## config.mk

```make
export PLATFORM = sky130hd
export DESIGN_NAME = range_sensor_frame_parser_unit_flat
export DESIGN_NICKNAME = d
export VERILOG_FILES = /design/src/rtl/rsfp_pkg.sv /design/src/rtl/rsfp_byte_if.sv /design/src/rtl/rsfp_report_if.sv /design/src/rtl/rsfp_frame_fsm.sv /design/src/rtl/rsfp_out_stage.sv /design/src/rtl/range_sensor_frame_parser_unit.sv /design/src/flat_wrapper.sv
export VERILOG_INCLUDE_DIRS = /design/src /design/src/rtl
export SDC_FILE = /design/constraint.sdc
export NUM_CORES = 1
export LEC_CHECK = 0
export BUFFER_PORTS_ARGS = -buffer_cell sky130_fd_sc_hd__buf_2
export CAP_MARGIN = 20
export CELL_PAD_IN_SITES_DETAIL_PLACEMENT = 1
export CELL_PAD_IN_SITES_GLOBAL_PLACEMENT = 1
export CORE_MARGIN = 3
export CORE_UTILIZATION = 48
export CTS_CLUSTER_DIAMETER = 50
export DETAILED_ROUTE_END_ITERATION = 7
export HOLD_SLACK_MARGIN = 0.12
export PLACE_DENSITY_LB_ADDON = 0.1
export SYNTH_ARGS = -nofsm -noshare
export SYNTH_HDL_FRONTEND = slang
export SYNTH_HIERARCHICAL = 1
export SYNTH_SLANG_ARGS = --single-unit
```

## constraint.sdc

```tcl
create_clock -name clk -period 2.62 [get_ports clk]
set_input_delay 0.262 -clock clk [delete_from_list [all_inputs] [get_ports clk]]
set_output_delay 0.262 -clock clk [all_outputs]
set_load 0.01 [all_outputs]
```

## src/rtl/range_sensor_frame_parser_unit_defines.svh

```systemverilog
// Assertion macros shared by the frame parser RTL.
`ifndef RANGE_SENSOR_FRAME_PARSER_UNIT_DEFINES_SVH
`define RANGE_SENSOR_FRAME_PARSER_UNIT_DEFINES_SVH

`ifndef ASSERT_OFF
// Condition must hold whenever the trigger holds in the same cycle.
`define RSFP_ASSERT_IMPL(label, clk, rst_n, trig, cond) \
	label: assert property (@(posedge clk) disable iff (!rst_n) (trig) |-> (cond)) \
		else $error("rsfp assertion failed");
// Condition must hold in the cycle after the trigger.
`define RSFP_ASSERT_NEXT(label, clk, rst_n, trig, cond) \
	label: assert property (@(posedge clk) disable iff (!rst_n) (trig) |=> (cond)) \
		else $error("rsfp assertion failed");
`else
`define RSFP_ASSERT_IMPL(label, clk, rst_n, trig, cond)
`define RSFP_ASSERT_NEXT(label, clk, rst_n, trig, cond)
`endif

`endif

```

## src/rtl/rsfp_pkg.sv

```systemverilog
package rsfp_pkg;

	localparam int ByteW = 8;
	localparam int PosW  = 5;
	localparam int RawW  = 16;
	localparam int DistW = 20;

	localparam logic [ByteW-1:0] HDR0      = 8'hAE;
	localparam logic [ByteW-1:0] HDR1      = 8'hA7;
	localparam logic [ByteW-1:0] LEN_SHORT = 8'h04;
	localparam logic [ByteW-1:0] LEN_FULL  = 8'h17;
	localparam logic [ByteW-1:0] END0      = 8'hBC;
	localparam logic [ByteW-1:0] END1      = 8'hBE;

	// Byte positions within the frame.
	localparam logic [PosW-1:0] POS_HDR0     = 5'd0;
	localparam logic [PosW-1:0] POS_HDR1     = 5'd1;
	localparam logic [PosW-1:0] POS_LEN      = 5'd2;
	localparam logic [PosW-1:0] POS_BODY     = 5'd3;
	localparam logic [PosW-1:0] POS_DIST_HI  = 5'd7;
	localparam logic [PosW-1:0] POS_DIST_LO  = 5'd8;
	localparam logic [PosW-1:0] POS_LAST_SUM = 5'd23;
	localparam logic [PosW-1:0] POS_CHECK    = 5'd24;
	localparam logic [PosW-1:0] POS_END0     = 5'd25;
	localparam logic [PosW-1:0] POS_END1     = 5'd26;

	localparam logic KIND_DIST  = 1'b0;
	localparam logic KIND_SHORT = 1'b1;

	typedef struct packed {
		logic             kind;
		logic [DistW-1:0] distance;
	} report_t;

	typedef struct packed {
		logic    valid;
		report_t rpt;
	} result_t;

	// raw * 10 as (raw << 3) + (raw << 1); the result always fits in 20 bits.
	function automatic logic [DistW-1:0] scale10(input logic [RawW-1:0] raw);
		logic [DistW-1:0] ext;
		ext = {{(DistW-RawW){1'b0}}, raw};
		return (ext << 3) + (ext << 1);
	endfunction

endpackage

```

## src/rtl/rsfp_byte_if.sv

```systemverilog
interface rsfp_byte_if;
	logic                       valid;
	logic                       ready;
	logic [rsfp_pkg::ByteW-1:0] rx_byte;

	modport source(output valid, output rx_byte, input ready);
	modport sink(input valid, input rx_byte, output ready);
endinterface

```

## src/rtl/rsfp_report_if.sv

```systemverilog
interface rsfp_report_if;
	logic                       valid;
	logic                       ready;
	logic                       report_kind;
	logic [rsfp_pkg::DistW-1:0] distance_mm;

	modport source(output valid, output report_kind, output distance_mm, input ready);
	modport sink(input valid, input report_kind, input distance_mm, output ready);
endinterface

```

## src/rtl/rsfp_frame_fsm.sv

```systemverilog
module rsfp_frame_fsm (
	input  logic                       clk,
	input  logic                       arst_n,
	input  logic                       step,
	input  logic [rsfp_pkg::ByteW-1:0] byte_in,
	output rsfp_pkg::result_t          res,
	output logic [rsfp_pkg::PosW-1:0]  pos
);

	logic [rsfp_pkg::PosW-1:0]  pos_q, pos_d;
	logic [rsfp_pkg::ByteW-1:0] sum_q, sum_d;
	logic [rsfp_pkg::ByteW-1:0] dist_hi_q, dist_lo_q, check_q;

	always_comb begin
		pos_d = pos_q;
		sum_d = sum_q;
		res   = '0;
		if (step) begin
			priority if (pos_q == rsfp_pkg::POS_HDR0) begin
				pos_d = (byte_in == rsfp_pkg::HDR0) ? rsfp_pkg::POS_HDR1 : rsfp_pkg::POS_HDR0;
			end else if (pos_q == rsfp_pkg::POS_HDR1) begin
				pos_d = (byte_in == rsfp_pkg::HDR1) ? rsfp_pkg::POS_LEN : rsfp_pkg::POS_HDR0;
			end else if (pos_q == rsfp_pkg::POS_LEN) begin
				pos_d = rsfp_pkg::POS_HDR0;
				if (byte_in == rsfp_pkg::LEN_SHORT) begin
					res.valid    = 1'b1;
					res.rpt.kind = rsfp_pkg::KIND_SHORT;
				end else if (byte_in == rsfp_pkg::LEN_FULL) begin
					// The length byte opens the running checksum.
					sum_d = byte_in;
					pos_d = rsfp_pkg::POS_BODY;
				end
			end else if (pos_q <= rsfp_pkg::POS_LAST_SUM) begin
				sum_d = sum_q + byte_in;
				pos_d = pos_q + 5'd1;
			end else if (pos_q == rsfp_pkg::POS_CHECK) begin
				pos_d = rsfp_pkg::POS_END0;
			end else if (pos_q == rsfp_pkg::POS_END0) begin
				pos_d = (byte_in == rsfp_pkg::END0) ? rsfp_pkg::POS_END1 : rsfp_pkg::POS_HDR0;
			end else if (pos_q == rsfp_pkg::POS_END1) begin
				pos_d = rsfp_pkg::POS_HDR0;
				if (byte_in == rsfp_pkg::END1 && sum_q == check_q) begin
					res.valid        = 1'b1;
					res.rpt.kind     = rsfp_pkg::KIND_DIST;
					res.rpt.distance = rsfp_pkg::scale10({dist_hi_q, dist_lo_q});
				end
			end else begin
				pos_d = rsfp_pkg::POS_HDR0;
			end
		end
	end

	always_ff @(posedge clk or negedge arst_n) begin
		if (!arst_n) begin
			pos_q <= rsfp_pkg::POS_HDR0;
			sum_q <= '0;
		end else begin
			pos_q <= pos_d;
			sum_q <= sum_d;
		end
	end

	// Captured frame bytes; always written in a frame before they are read.
	always_ff @(posedge clk) begin
		if (step && pos_q == rsfp_pkg::POS_DIST_HI) begin
			dist_hi_q <= byte_in;
		end
		if (step && pos_q == rsfp_pkg::POS_DIST_LO) begin
			dist_lo_q <= byte_in;
		end
		if (step && pos_q == rsfp_pkg::POS_CHECK) begin
			check_q <= byte_in;
		end
	end

	assign pos = pos_q;

endmodule

```

## src/rtl/rsfp_out_stage.sv

```systemverilog
module rsfp_out_stage (
	input  logic                 clk,
	input  logic                 arst_n,
	input  rsfp_pkg::result_t    res,
	output logic                 slot_free,
	rsfp_report_if.source        report
);

	logic              valid_q;
	rsfp_pkg::report_t rpt_q;

	assign slot_free = !valid_q || report.ready;

	always_ff @(posedge clk or negedge arst_n) begin
		if (!arst_n) begin
			valid_q <= 1'b0;
		end else if (slot_free) begin
			valid_q <= res.valid;
		end
	end

	always_ff @(posedge clk) begin
		if (slot_free && res.valid) begin
			rpt_q <= res.rpt;
		end
	end

	assign report.valid       = valid_q;
	assign report.report_kind = rpt_q.kind;
	assign report.distance_mm = rpt_q.distance;

endmodule

```

## src/rtl/range_sensor_frame_parser_unit.sv

```systemverilog
// A result beat is offered from the output register after its completing byte beat leaves the input register.
// Throughput: one byte beat per cycle; the input register drains whenever the
// output register is empty or being taken, so only output backpressure stalls input.
// Reset clears the frame position, running checksum and both valid flags at once;
// the captured distance and checksum bytes are not reset.
`include "range_sensor_frame_parser_unit_defines.svh"

module range_sensor_frame_parser_unit (
	input  logic          clk,
	input  logic          arst_n,
	rsfp_byte_if.sink     rx,
	rsfp_report_if.source rpt
);

	logic                       valid_s1;
	logic [rsfp_pkg::ByteW-1:0] byte_s1;
	logic                       slot_free;
	logic                       step;
	rsfp_pkg::result_t          res;
	logic [rsfp_pkg::PosW-1:0]  pos;

	assign step     = valid_s1 && slot_free;
	assign rx.ready = !valid_s1 || slot_free;

	always_ff @(posedge clk or negedge arst_n) begin
		if (!arst_n) begin
			valid_s1 <= 1'b0;
		end else if (rx.ready) begin
			valid_s1 <= rx.valid;
		end
	end

	always_ff @(posedge clk) begin
		if (rx.valid && rx.ready) begin
			byte_s1 <= rx.rx_byte;
		end
	end

	rsfp_frame_fsm u_fsm (
		.clk     (clk),
		.arst_n  (arst_n),
		.step    (step),
		.byte_in (byte_s1),
		.res     (res),
		.pos     (pos)
	);

	rsfp_out_stage u_out (
		.clk       (clk),
		.arst_n    (arst_n),
		.res       (res),
		.slot_free (slot_free),
		.report    (rpt)
	);

	// The frame position never leaves the 27-byte frame.
	`RSFP_ASSERT_IMPL(a_pos_range, clk, arst_n, 1'b1, pos <= rsfp_pkg::POS_END1)
	// A distance report is only produced by the closing end byte.
	`RSFP_ASSERT_IMPL(a_dist_on_end, clk, arst_n,
		res.valid && res.rpt.kind == rsfp_pkg::KIND_DIST,
		byte_s1 == rsfp_pkg::END1 && pos == rsfp_pkg::POS_END1)
	// An out-of-range report carries zero distance.
	`RSFP_ASSERT_IMPL(a_short_zero, clk, arst_n,
		rpt.valid && rpt.report_kind == rsfp_pkg::KIND_SHORT, rpt.distance_mm == '0)
	// A result loaded into the output register is offered in the next cycle.
	`RSFP_ASSERT_NEXT(a_result_shown, clk, arst_n, res.valid, rpt.valid)

endmodule
```

## src/flat_wrapper.sv

```systemverilog
// flat-port wrapper written by rule: the top's interface ports become plain ports
module range_sensor_frame_parser_unit_flat 
  (clk, arst_n, rx_valid, rx_rx_byte, rx_ready, rpt_valid, rpt_report_kind, rpt_distance_mm, rpt_ready);
  rsfp_byte_if rx_i ();
  rsfp_report_if rpt_i ();
  input  logic clk;
  input  logic arst_n;
  input wire logic [$bits(rx_i.valid)-1:0] rx_valid;
  input wire logic [$bits(rx_i.rx_byte)-1:0] rx_rx_byte;
  output wire logic [$bits(rx_i.ready)-1:0] rx_ready;
  output wire logic [$bits(rpt_i.valid)-1:0] rpt_valid;
  output wire logic [$bits(rpt_i.report_kind)-1:0] rpt_report_kind;
  output wire logic [$bits(rpt_i.distance_mm)-1:0] rpt_distance_mm;
  input wire logic [$bits(rpt_i.ready)-1:0] rpt_ready;
  assign rx_i.valid = rx_valid;
  assign rx_i.rx_byte = rx_rx_byte;
  assign rx_ready = rx_i.ready;
  assign rpt_valid = rpt_i.valid;
  assign rpt_report_kind = rpt_i.report_kind;
  assign rpt_distance_mm = rpt_i.distance_mm;
  assign rpt_i.ready = rpt_ready;
  range_sensor_frame_parser_unit u_core (.clk(clk), .arst_n(arst_n), .rx(rx_i), .rpt(rpt_i));
endmodule
```

-- Yosys cells after proc, flatten, opt, wreduce, memory -nomap -nowiden
Cells that the tools add are included.
- ROM bits: 0
- bits in latches: 0
- output and inout port bits: 23
- logic and storage cells: 77
- memories kept: 0
- bits of input ports: 12
- bits in writable memories: 0
- register bits: 68
- equal/unequal tests: 16
- bitwise gates (word level): 5
- magnitude comparators: 1
- multiplexer cells: 26
- $mul: 0
- shift-type cells: 0
- add/sub/neg operators: 3
- divide/modulo/power cells: 0
- reduce and logical (&&, ||, !) cells: 16
- operators by type and width (cell ; count):
    $mux W22 ; 8
    $mux W5 ; 7
    $eq A8 B8 Y1 const B ; 4
    $mux W8 ; 4
    $add A19 B17 Y20 ; 1
    $mux W20 ; 1
    $eq A5 B5 Y1 const B ; 3
    $mux W2 ; 5
    $reduce_or A9 Y1 ; 1
    $add A8 B8 Y8 ; 1
    $eq A8 B3 Y1 const B ; 1
    $eq A8 B5 Y1 const B ; 1
    $eq A8 B8 Y1 ; 1
    $logic_and A1 B1 Y1 ; 7
    $reduce_and A6 Y1 ; 1
    $add A5 B1 Y5 const B ; 1
    $eq A5 B1 Y1 const B ; 1
    $eq A5 B2 Y1 const B ; 1
    $eq A5 B3 Y1 const B ; 1
    $eq A5 B4 Y1 const B ; 1
    $le A5 B5 Y1 const B ; 1
    $logic_not A5 Y1 ; 1
    $not A1 Y1 ; 5
    $reduce_or A3 Y1 ; 1
    other kinds (6) ; 8

-- Longest topological paths before layout
Gate-level depths: netlist of run 1.
- word-level depth: 12
- depth in mapped cells: 9
- mapped depth without buffers: 9

-- Modules after synthesis
Netlist of run 1, hierarchy kept.
- by module, submodules not included (module ; area an instance (um^2) ; instances ; cells each ; seq. area each (um^2)):
    rsfp_frame_fsm ; 2887.8 ; 1 ; 313 ; 1046.0
    rsfp_out_stage ; 684.4 ; 1 ; 25 ; 655.6
    range_sensor_frame_parser_unit ; 300.3 ; 1 ; 13 ; 265.3

-- Worst setup path before layout of run 1
OpenSTA, ideal clock, no wires.
- path kind: reg-to-reg
- start: reg u_core.u_out.valid_q (netlist: u_core/u_out/report.valid)
- end: reg u_core/u_fsm/dist_hi_q[0] (netlist name), enable pin
- data required time: 2.222 ns
- setup slack: 0.402 ns
- cell stages (with the launch flop): 6
- buffers on the path: 1
- data arrival time: 1.820 ns
- clock period less this slack: 2.218 ns
- library setup time: 0.398 ns
- cell sequence: dfrtp_1 > nand2b_4 > and2_1 > buf_4 > nand2_1 > nor4b_1
- cells in the longest elaborated chain, start to end: 4
- ends and longest elaborated chain (element ; RTL line ; source):
    start, declared ; rsfp_out_stage.sv:9 ; logic valid_q;
    start signal, assigned ; rsfp_out_stage.sv:18 ; valid_q <= res.valid;
    $logic_not A1 Y1 ; rsfp_out_stage.sv:12 ; assign slot_free = !valid_q || report.ready;
    $logic_or A1 B1 Y1 ; rsfp_out_stage.sv:12 ;
    via u_core.slot_free ; range_sensor_frame_parser_unit.sv:17 ; logic slot_free;
    $logic_and A1 B1 Y1 ; range_sensor_frame_parser_unit.sv:22 ; assign step = valid_s1 && slot_free;
    via u_core.step ; range_sensor_frame_parser_unit.sv:18 ; logic step;
    $logic_and A1 B1 Y1 ; rsfp_frame_fsm.sv:65 ; if (step && pos_q == rsfp_pkg::POS_DIST_HI) begin
    end signal, assigned ; rsfp_frame_fsm.sv:66 ; dist_hi_q <= byte_in;
    end, declared ; rsfp_frame_fsm.sv:12 ; logic [rsfp_pkg::ByteW-1:0] dist_hi_q, dist_lo_q, check_q;
The timed path passes the listed nets, and every way through them passes these cells.
A chain may end at the register's enable or synchronous reset.

-- Worst setup path after layout of run 1
- start: reg u_core/u_fsm/dist_lo_q[2] (netlist name)
- end: reg u_core.u_out.rpt_q, in the netlist u_core/u_out/report.distance_mm[17] (data pin)
- cells in the longest elaborated chain, start to end: 1
- ends and longest elaborated chain (element ; RTL line ; source):
    start, declared ; rsfp_frame_fsm.sv:12 ;
    start signal, assigned ; rsfp_frame_fsm.sv:69 ; dist_lo_q <= byte_in;
    $add A19 B17 Y20 ; rsfp_pkg.sv:44 ; return (ext << 3) + (ext << 1);
    end signal, assigned ; rsfp_out_stage.sv:24 ; rpt_q <= res.rpt;
    end, declared ; rsfp_out_stage.sv:10 ; rsfp_pkg::report_t rpt_q;
No other way between the ends.

==> results of run 1 <==
==> path summary, 6_finish.rpt <==
path	startpoint	end	slack [ns]	cells past startpoint
max reg2reg	u_core/u_fsm/dist_lo_q[2]	u_core/u_out/report.distance_mm[17]	0.19	9
max in group asynchronous	arst_n	u_core/u_fsm/sum_q[5]	1.94	2
min	rx_valid	u_core/valid_s1	0.15	2
min in group asynchronous	arst_n	u_core/u_out/report.valid	0.38	2
max	u_core/u_fsm/dist_lo_q[2]	u_core/u_out/report.distance_mm[17]	0.19	9
min reg2reg	u_core/u_fsm/sum_q[3]	u_core/u_fsm/sum_q[3]	0.54	2
==> metal layers <==
metal | vias up | routed length [um]
li1 | 1396 | -
met1 | 1430 | 3970
met2 | 50 | 4790
met3 | 11 | 257
met4 | 0 | 148
met5 | - | 0
==> logic make-up after synthesis <==
family / after synthesis / synth area share (%)
AO/OA/AOI/OAI: 81 / 13.7
XOR/XNOR: 20 / 4.52
multiplexers: 3 / 0.775
AND/OR/NAND/NOR: 123 / 17.2
adder cells (fa/ha/maj): 27 / 9.11
buffers and inverters: 28 / 3.81
flip-flops: 68 / 50.8
other: 1 / 0.0968
==> area by class of cell <==
class	instances	area (sq um)
clock buffer	9	124
clock inverter	7	76.3
fill	842	3300
inverter	16	60.1
multi-input combinational	255	1760
sequential	68	1970
tap	102	128
timing repair buffer	55	350
==> state kept, by name, indices dropped and copies added, names as in the netlist <==
register / cells
u_core/u_fsm/sum_q: 8
u_core/u_fsm/dist_hi_q: 8
u_core/u_out/report.report_kind: 1
u_core/u_fsm/pos: 5
u_core/u_out/report.valid: 1
u_core/byte_s1: 8
u_core/u_fsm/check_q: 8
u_core/u_fsm/dist_lo_q: 8
u_core/u_out/report.distance_mm: 20
u_core/valid_s1: 1
==> timing repair <==
| action | CTS | global route |
|---|---|---|
| gates resized for setup | 0 | 1 |
| endpoints found under the setup margin | 0 | 21 |
| buffers inserted | 0 | 0 |
| endpoints found under the hold margin | 23 | 0 |
| hold buffers | 9 | 0 |
==> synthesized netlist by cell type (3+ instances only) <==
master | n | area share, %
a211oi_1 | 5 | 0.97
a21oi_1 | 18 | 2.3
a31oi_1 | 4 | 0.65
buf_4 | 3 | 0.58
buf_6 | 4 | 1.2
clkbuf_1 | 4 | 0.39
dfrtp_1 | 15 | 9.7
edfxtp_1 | 53 | 41
ha_1 | 25 | 8.1
inv_1 | 16 | 1.6
mux2i_1 | 3 | 0.78
nand2_1 | 22 | 2.1
nand2b_1 | 7 | 1.1
nand3_1 | 5 | 0.65
nand4_1 | 4 | 0.65
nor2_1 | 36 | 3.5
nor2b_1 | 7 | 1.1
nor3_1 | 11 | 1.4
nor3b_1 | 4 | 0.78
nor4_1 | 5 | 0.81
nor4b_1 | 3 | 0.68
o21a_1 | 3 | 0.58
o21ai_0 | 27 | 3.5
o21bai_1 | 4 | 0.78
xnor2_1 | 10 | 2.3
xor2_1 | 10 | 2.3
==> worst reg2reg max path, cell delays in order, from the launching register on <==
cell	delay (ns)
edfxtp_1	0.36
ha_1	0.22
inv_1	0.08
fa_1	0.39
nor2b_1	0.21
o31a_1	0.22
o32ai_2	0.14
o21a_1	0.21
or3_1	0.30
a21oi_1	0.14
==> per-stage QoR <==
step	power [mW]	worst slack [ns]	hold WS, ns
floorplan	1.99	0.402	-0.0336
global placement	2.17	0.335	0.213
detailed placement	2.20	0.261	0.222
CTS	3.11	0.214	0.121
global route	3.29	0.00968	0.139
finish	3.10	0.188	0.151
==> power by group <==
part | switching (mW) | internal [mW]
clock | 0.449 | 0.445
combinational | 0.482 | 0.378
sequential | 0.104 | 1.24
==> layout by cell type (no fill, tap or decap), types with 5 or more instances in the layout <==
| master | instances |
|---|---|
| a21oi_1 | 18 |
| xor2_1 | 10 |
| a211oi_1 | 5 |
| nor2b_1 | 7 |
| xnor2_1 | 10 |
| edfxtp_1 | 53 |
| buf_4 | 12 |
| nand2b_1 | 7 |
| clkbuf_8 | 9 |
| nand3_1 | 5 |
| nor2_1 | 36 |
| buf_2 | 34 |
| o21ai_0 | 27 |
| inv_1 | 16 |
| ha_1 | 25 |
| nand2_1 | 22 |
| nor3_1 | 11 |
| dlygate4sd3_1 | 9 |
| dfrtp_1 | 15 |
==> results.cfg, run 1 <==
[synthesis]
yosysUniqueCellTypes = 60
ys_seq_elements = 68
synthArstFlopShare_pct = 22.1
syn_avg_cell_area_sq_um = 11.0
synth_flop_cell = edfxtp_1
synth_edf_count = 53
ys_warn_count = 6
ys_seq_area_share_pct = 50.8
syn_inst = 351
netlist_area_sq_mm = 0.00387
synthesis.nets = 390

[sta]
min_period_ns = 2.43
finalMaxSlewViolations = 0
setup-tns-final_ns = 0
fmax_ghz = 0.411
period_share_pct = 92.8
worst_slew_pin_slew_ns = 0.868
skew_ns = 0.0139
hold_violations = 0
slew_headroom_pct = 41.7
rsz0062_at_grt = false
setup_violations = 0

[floorplan]
die_x_um = 95.8
die_h_um = 95.8
io_pins = 35
core_area_sq_mm = 0.00777
rows = 32
fp.dieArea_sq_mm = 0.00918
start_util_pct = 49.9

[grt]
use_met2_pct = 39.7
grt_max_degree = 22
use_met1_pct = 25.7
grt_util_all_layers_pct = 21.8
met3_usage_pct = 4.61
grt_pass1_vias = 3024
top_usage_layer = met2
antenna_found_initial = 0
grt_overflow = 0
grt_first_pass_wirelength_mm = 15.0

[placed_design]
hpwlAfterDp_mm = 6.43
placed_cells = 487
globalplace.congestion = 0.879
placed_cell_area_sq_mm = 0.00417
port_buffers = 34

[critical_path]
path_cells = ha_1, inv_1, fa_1, nor2b_1, o31a_1, o32ai_2, o21a_1, or3_1, a21oi_1
slowest_stage = fa_1
start_kind = flop
worstPathRequired_ns = 2.82
crit_buf_inv = 1
slowest_delay_ns = 0.39
crit_path_end_kind = flop
critPathTopFamily = compound AO/OA/AOI/OAI gates
criticalPathCategory = reg -> reg
crit_fanout = 4
cp.arrival_ns = 2.63

[finish]
fin_area_sq_mm = 0.00447
fin_cells = 512
synthToLayoutAreaGrowth_pct = 15.4
final_layout_size_suffix_gt1_share_pct = 19.3
nets = 444
fin_util_pct = 57.5
antennaDiodeCount = 0

[power_and_ir_drop]
p_per_area_mw_per_mm2 = 694
peakVddDrop_v = 0.000364
cellLeakagePower_nw = 1.65

[clock_tree]
clk_pin_slew_ns = 0.09
cts_max_level = 3
cts_root_buf = clkbuf_8
clk_path_buf_depth = 2
cts_tree = built
cts.sinks = 68
worst_skew_pair.late_latency_ns = 0.34
cts_buffers = 9

[routing]
wl_per_cell_um = 17.9
via_per_inst = 5.64
vias = 2887
drt-total-wl_mm = 9.17
drtAntennaViolNets = 0
drtIter0Drc = 118
drc_errors = 0
drt_first_pass_iters = 4

[job]
cap_violations = 0

[min_path]
hold_class = in -> reg

[run_status]
status = finished, final reports clean
No activity file was read; power rests on OpenSTA's default activity.
==> inputs of run 2 (changes only) <==
- PLACE_DENSITY: not set -> 0.77
- PLACE_DENSITY_LB_ADDON: 0.1 -> not set
==> run 2 against run 1 <==
  * Design area is 0.45% higher
  * Total power down 0.76%
  * Sequential power hardly changed
  * Utilization up 0.26 points
  * Non-clock buffer count rose by 4
  * Combinational power increased by 2%
  * Clock power fell by 3.8%
  * Via count is 1.3% higher
  * Sequential cell count unchanged
  * Maximum frequency increased by 0.55%
  * Critical path depth stayed put
  * Critical path type unchanged
  * Critical endpoint unchanged
==> results.cfg, run 2 (synthesis results as in run 1) <==
[run_status]
status = finished, final reports clean

[clock_tree]
cts_tree = built
clk_pin_slew_ns = 0.08
cts_root_buf = clkbuf_8
clk_path_buf_depth = 2
cts_max_level = 3
cts_buffers = 9
worst_skew_pair.late_latency_ns = 0.35
cts.sinks = 68

[sta]
hold_violations = 0
worst_slew_pin_slew_ns = 0.715
skew_ns = 0.0113
rsz0062_at_grt = false
finalMaxSlewViolations = 0
slew_headroom_pct = 52.0
setup_violations = 0
setup-tns-final_ns = 0
fmax_ghz = 0.413
period_share_pct = 92.3
min_period_ns = 2.42

[critical_path]
criticalPathCategory = reg -> reg
critPathTopFamily = compound AO/OA/AOI/OAI gates
slowest_delay_ns = 0.41
crit_buf_inv = 1
slowest_stage = fa_1
path_cells = ha_1, inv_1, fa_1, nor2b_2, o31a_1, o32ai_2, o21a_1, or3_1, a21oi_1
start_kind = flop
worstPathRequired_ns = 2.83
cp.arrival_ns = 2.62
crit_path_end_kind = flop
crit_fanout = 4

[finish]
synthToLayoutAreaGrowth_pct = 15.9
nets = 448
most-common-layout-cells = edfxtp_1, nor2_1, buf_2
largest_reg_flops = 20
final_common_cell = edfxtp_1
antennaDiodeCount = 0
final_layout_size_suffix_gt1_share_pct = 19.8

[power_and_ir_drop]
clock_power_share_pct = 27.9
swShare_pct = 32.8
intPower_mw = 2.07
p_seq_share_pct = 43.7
p_sw_mw = 1.01
cellLeakagePower_nw = 1.67
comb_power_share_pct = 28.4
total_power_mw = 3.08
p_per_area_mw_per_mm2 = 685
peakVddDrop_v = 0.000451

[floorplan]
start_util_pct = 49.9
rows = 32
die_h_um = 95.8
io_pins = 35
fp.dieArea_sq_mm = 0.00918
die_x_um = 95.8
core_area_sq_mm = 0.00777

[routing]
drc_errors = 0
drt_first_pass_iters = 4
drtIter0Drc = 115
vias = 2924
wl_per_cell_um = 18.0
drt-total-wl_mm = 9.27
drtAntennaViolNets = 0
via_per_inst = 5.67

[grt]
antenna_found_initial = 0
grt_pass1_vias = 3069
grt_util_all_layers_pct = 22.1
grt_overflow = 0
grt_first_pass_wirelength_mm = 15.2
grt_max_degree = 22

[job]
cap_violations = 0

[placed_design]
globalplace.congestion = 0.901
port_buffers = 34
hpwlAfterDp_mm = 6.88

[min_path]
hold_class = in -> reg
[run 2: cell types whose count changed in the layout (fill, tap and decap cells not counted), sizes merged]
cell and delta:
buf +4, clkinvlp +1, inv -1, clkbuf +1, clkinv -1
[run 2: final timing paths]
check | from | to | slack [ns] | depth (start not counted)
hold / removal | rx_valid | u_core/valid_s1 | 0.13 | 2
hold reg to reg | u_core/u_fsm/sum_q[4] | u_core/u_fsm/sum_q[4] | 0.53 | 2
setup / recovery | u_core/u_fsm/dist_lo_q[2] | u_core/u_out/report.distance_mm[17] | 0.20 | 9
max in group asynchronous | arst_n | u_core/valid_s1 | 1.97 | 2
min in group asynchronous | arst_n | u_core/u_out/report.valid | 0.37 | 2
setup reg to reg | u_core/u_fsm/dist_lo_q[2] | u_core/u_out/report.distance_mm[17] | 0.20 | 9
[run 2: cell type report]
class                           count  area, sq um
Clock buffer                       10          128
Clock inverter                      6         66.3
Fill cell                         830         3280
Inverter                           16         60.1
Multi-Input combinational cell    255         1760
Sequential cell                    68         1970
Tap cell                          102          128
Timing Repair Buffer               59          380
[run 2: worst register-to-register path: cells and delay by family (launching register included)]
kind | cells | cell delay [ns]
compound gates | 4 | 0.72
fa+ha+maj | 2 | 0.63
simple gates | 2 | 0.48
flops | 1 | 0.39
buf+inv | 1 | 0.07
[run 2: metal layers]
| metal | global-route usage, % | part of all wire, % |
|---|---|---|
| met2 | 39.9 | 53 |
| met1 | 25.2 | 41 |
| met5 | 0 | 0 |
| met4 | 9.72 | 3.0 |
| met3 | 4.61 | 2.9 |
[run 2: through the flow]
| stage | instances | hold WS (ns) | setup WS [ns] | utilization, % | area (sq um) |
|---|---|---|---|---|---|
| 2_1_floorplan | 351 | -0.0336 | 0.402 | - | 3870 |
| 3_3_place_gp | 491 | 0.208 | 0.355 | 54.1 | 4200 |
| 3_5_place_dp | 491 | 0.214 | 0.214 | 54.1 | 4200 |
| 4_1_cts | 516 | 0.122 | 0.172 | 57.8 | 4490 |
| 5_1_grt | 516 | 0.140 | 0.0203 | 57.8 | 4490 |
| 6_report | 516 | 0.128 | 0.201 | 57.8 | 4490 |
[run 2: power groups by stage]
stage | Combinational (mW) | Sequential (mW) | Clock [mW]
CTS | 0.872 | 1.34 | 0.879
global placement | 0.802 | 1.36 | 0
global route | 0.978 | 1.36 | 0.925
finish | 0.873 | 1.34 | 0.859
detailed placement | 0.854 | 1.37 | 0
floorplan | 0.655 | 1.34 | 0
[run 2: what timing repair did]
action,CTS,global route
resized for setup,0,1
setup endpoints to repair,0,1
hold buffers,9,0
endpoints found under the hold margin,23,0
setup buffers,0,0
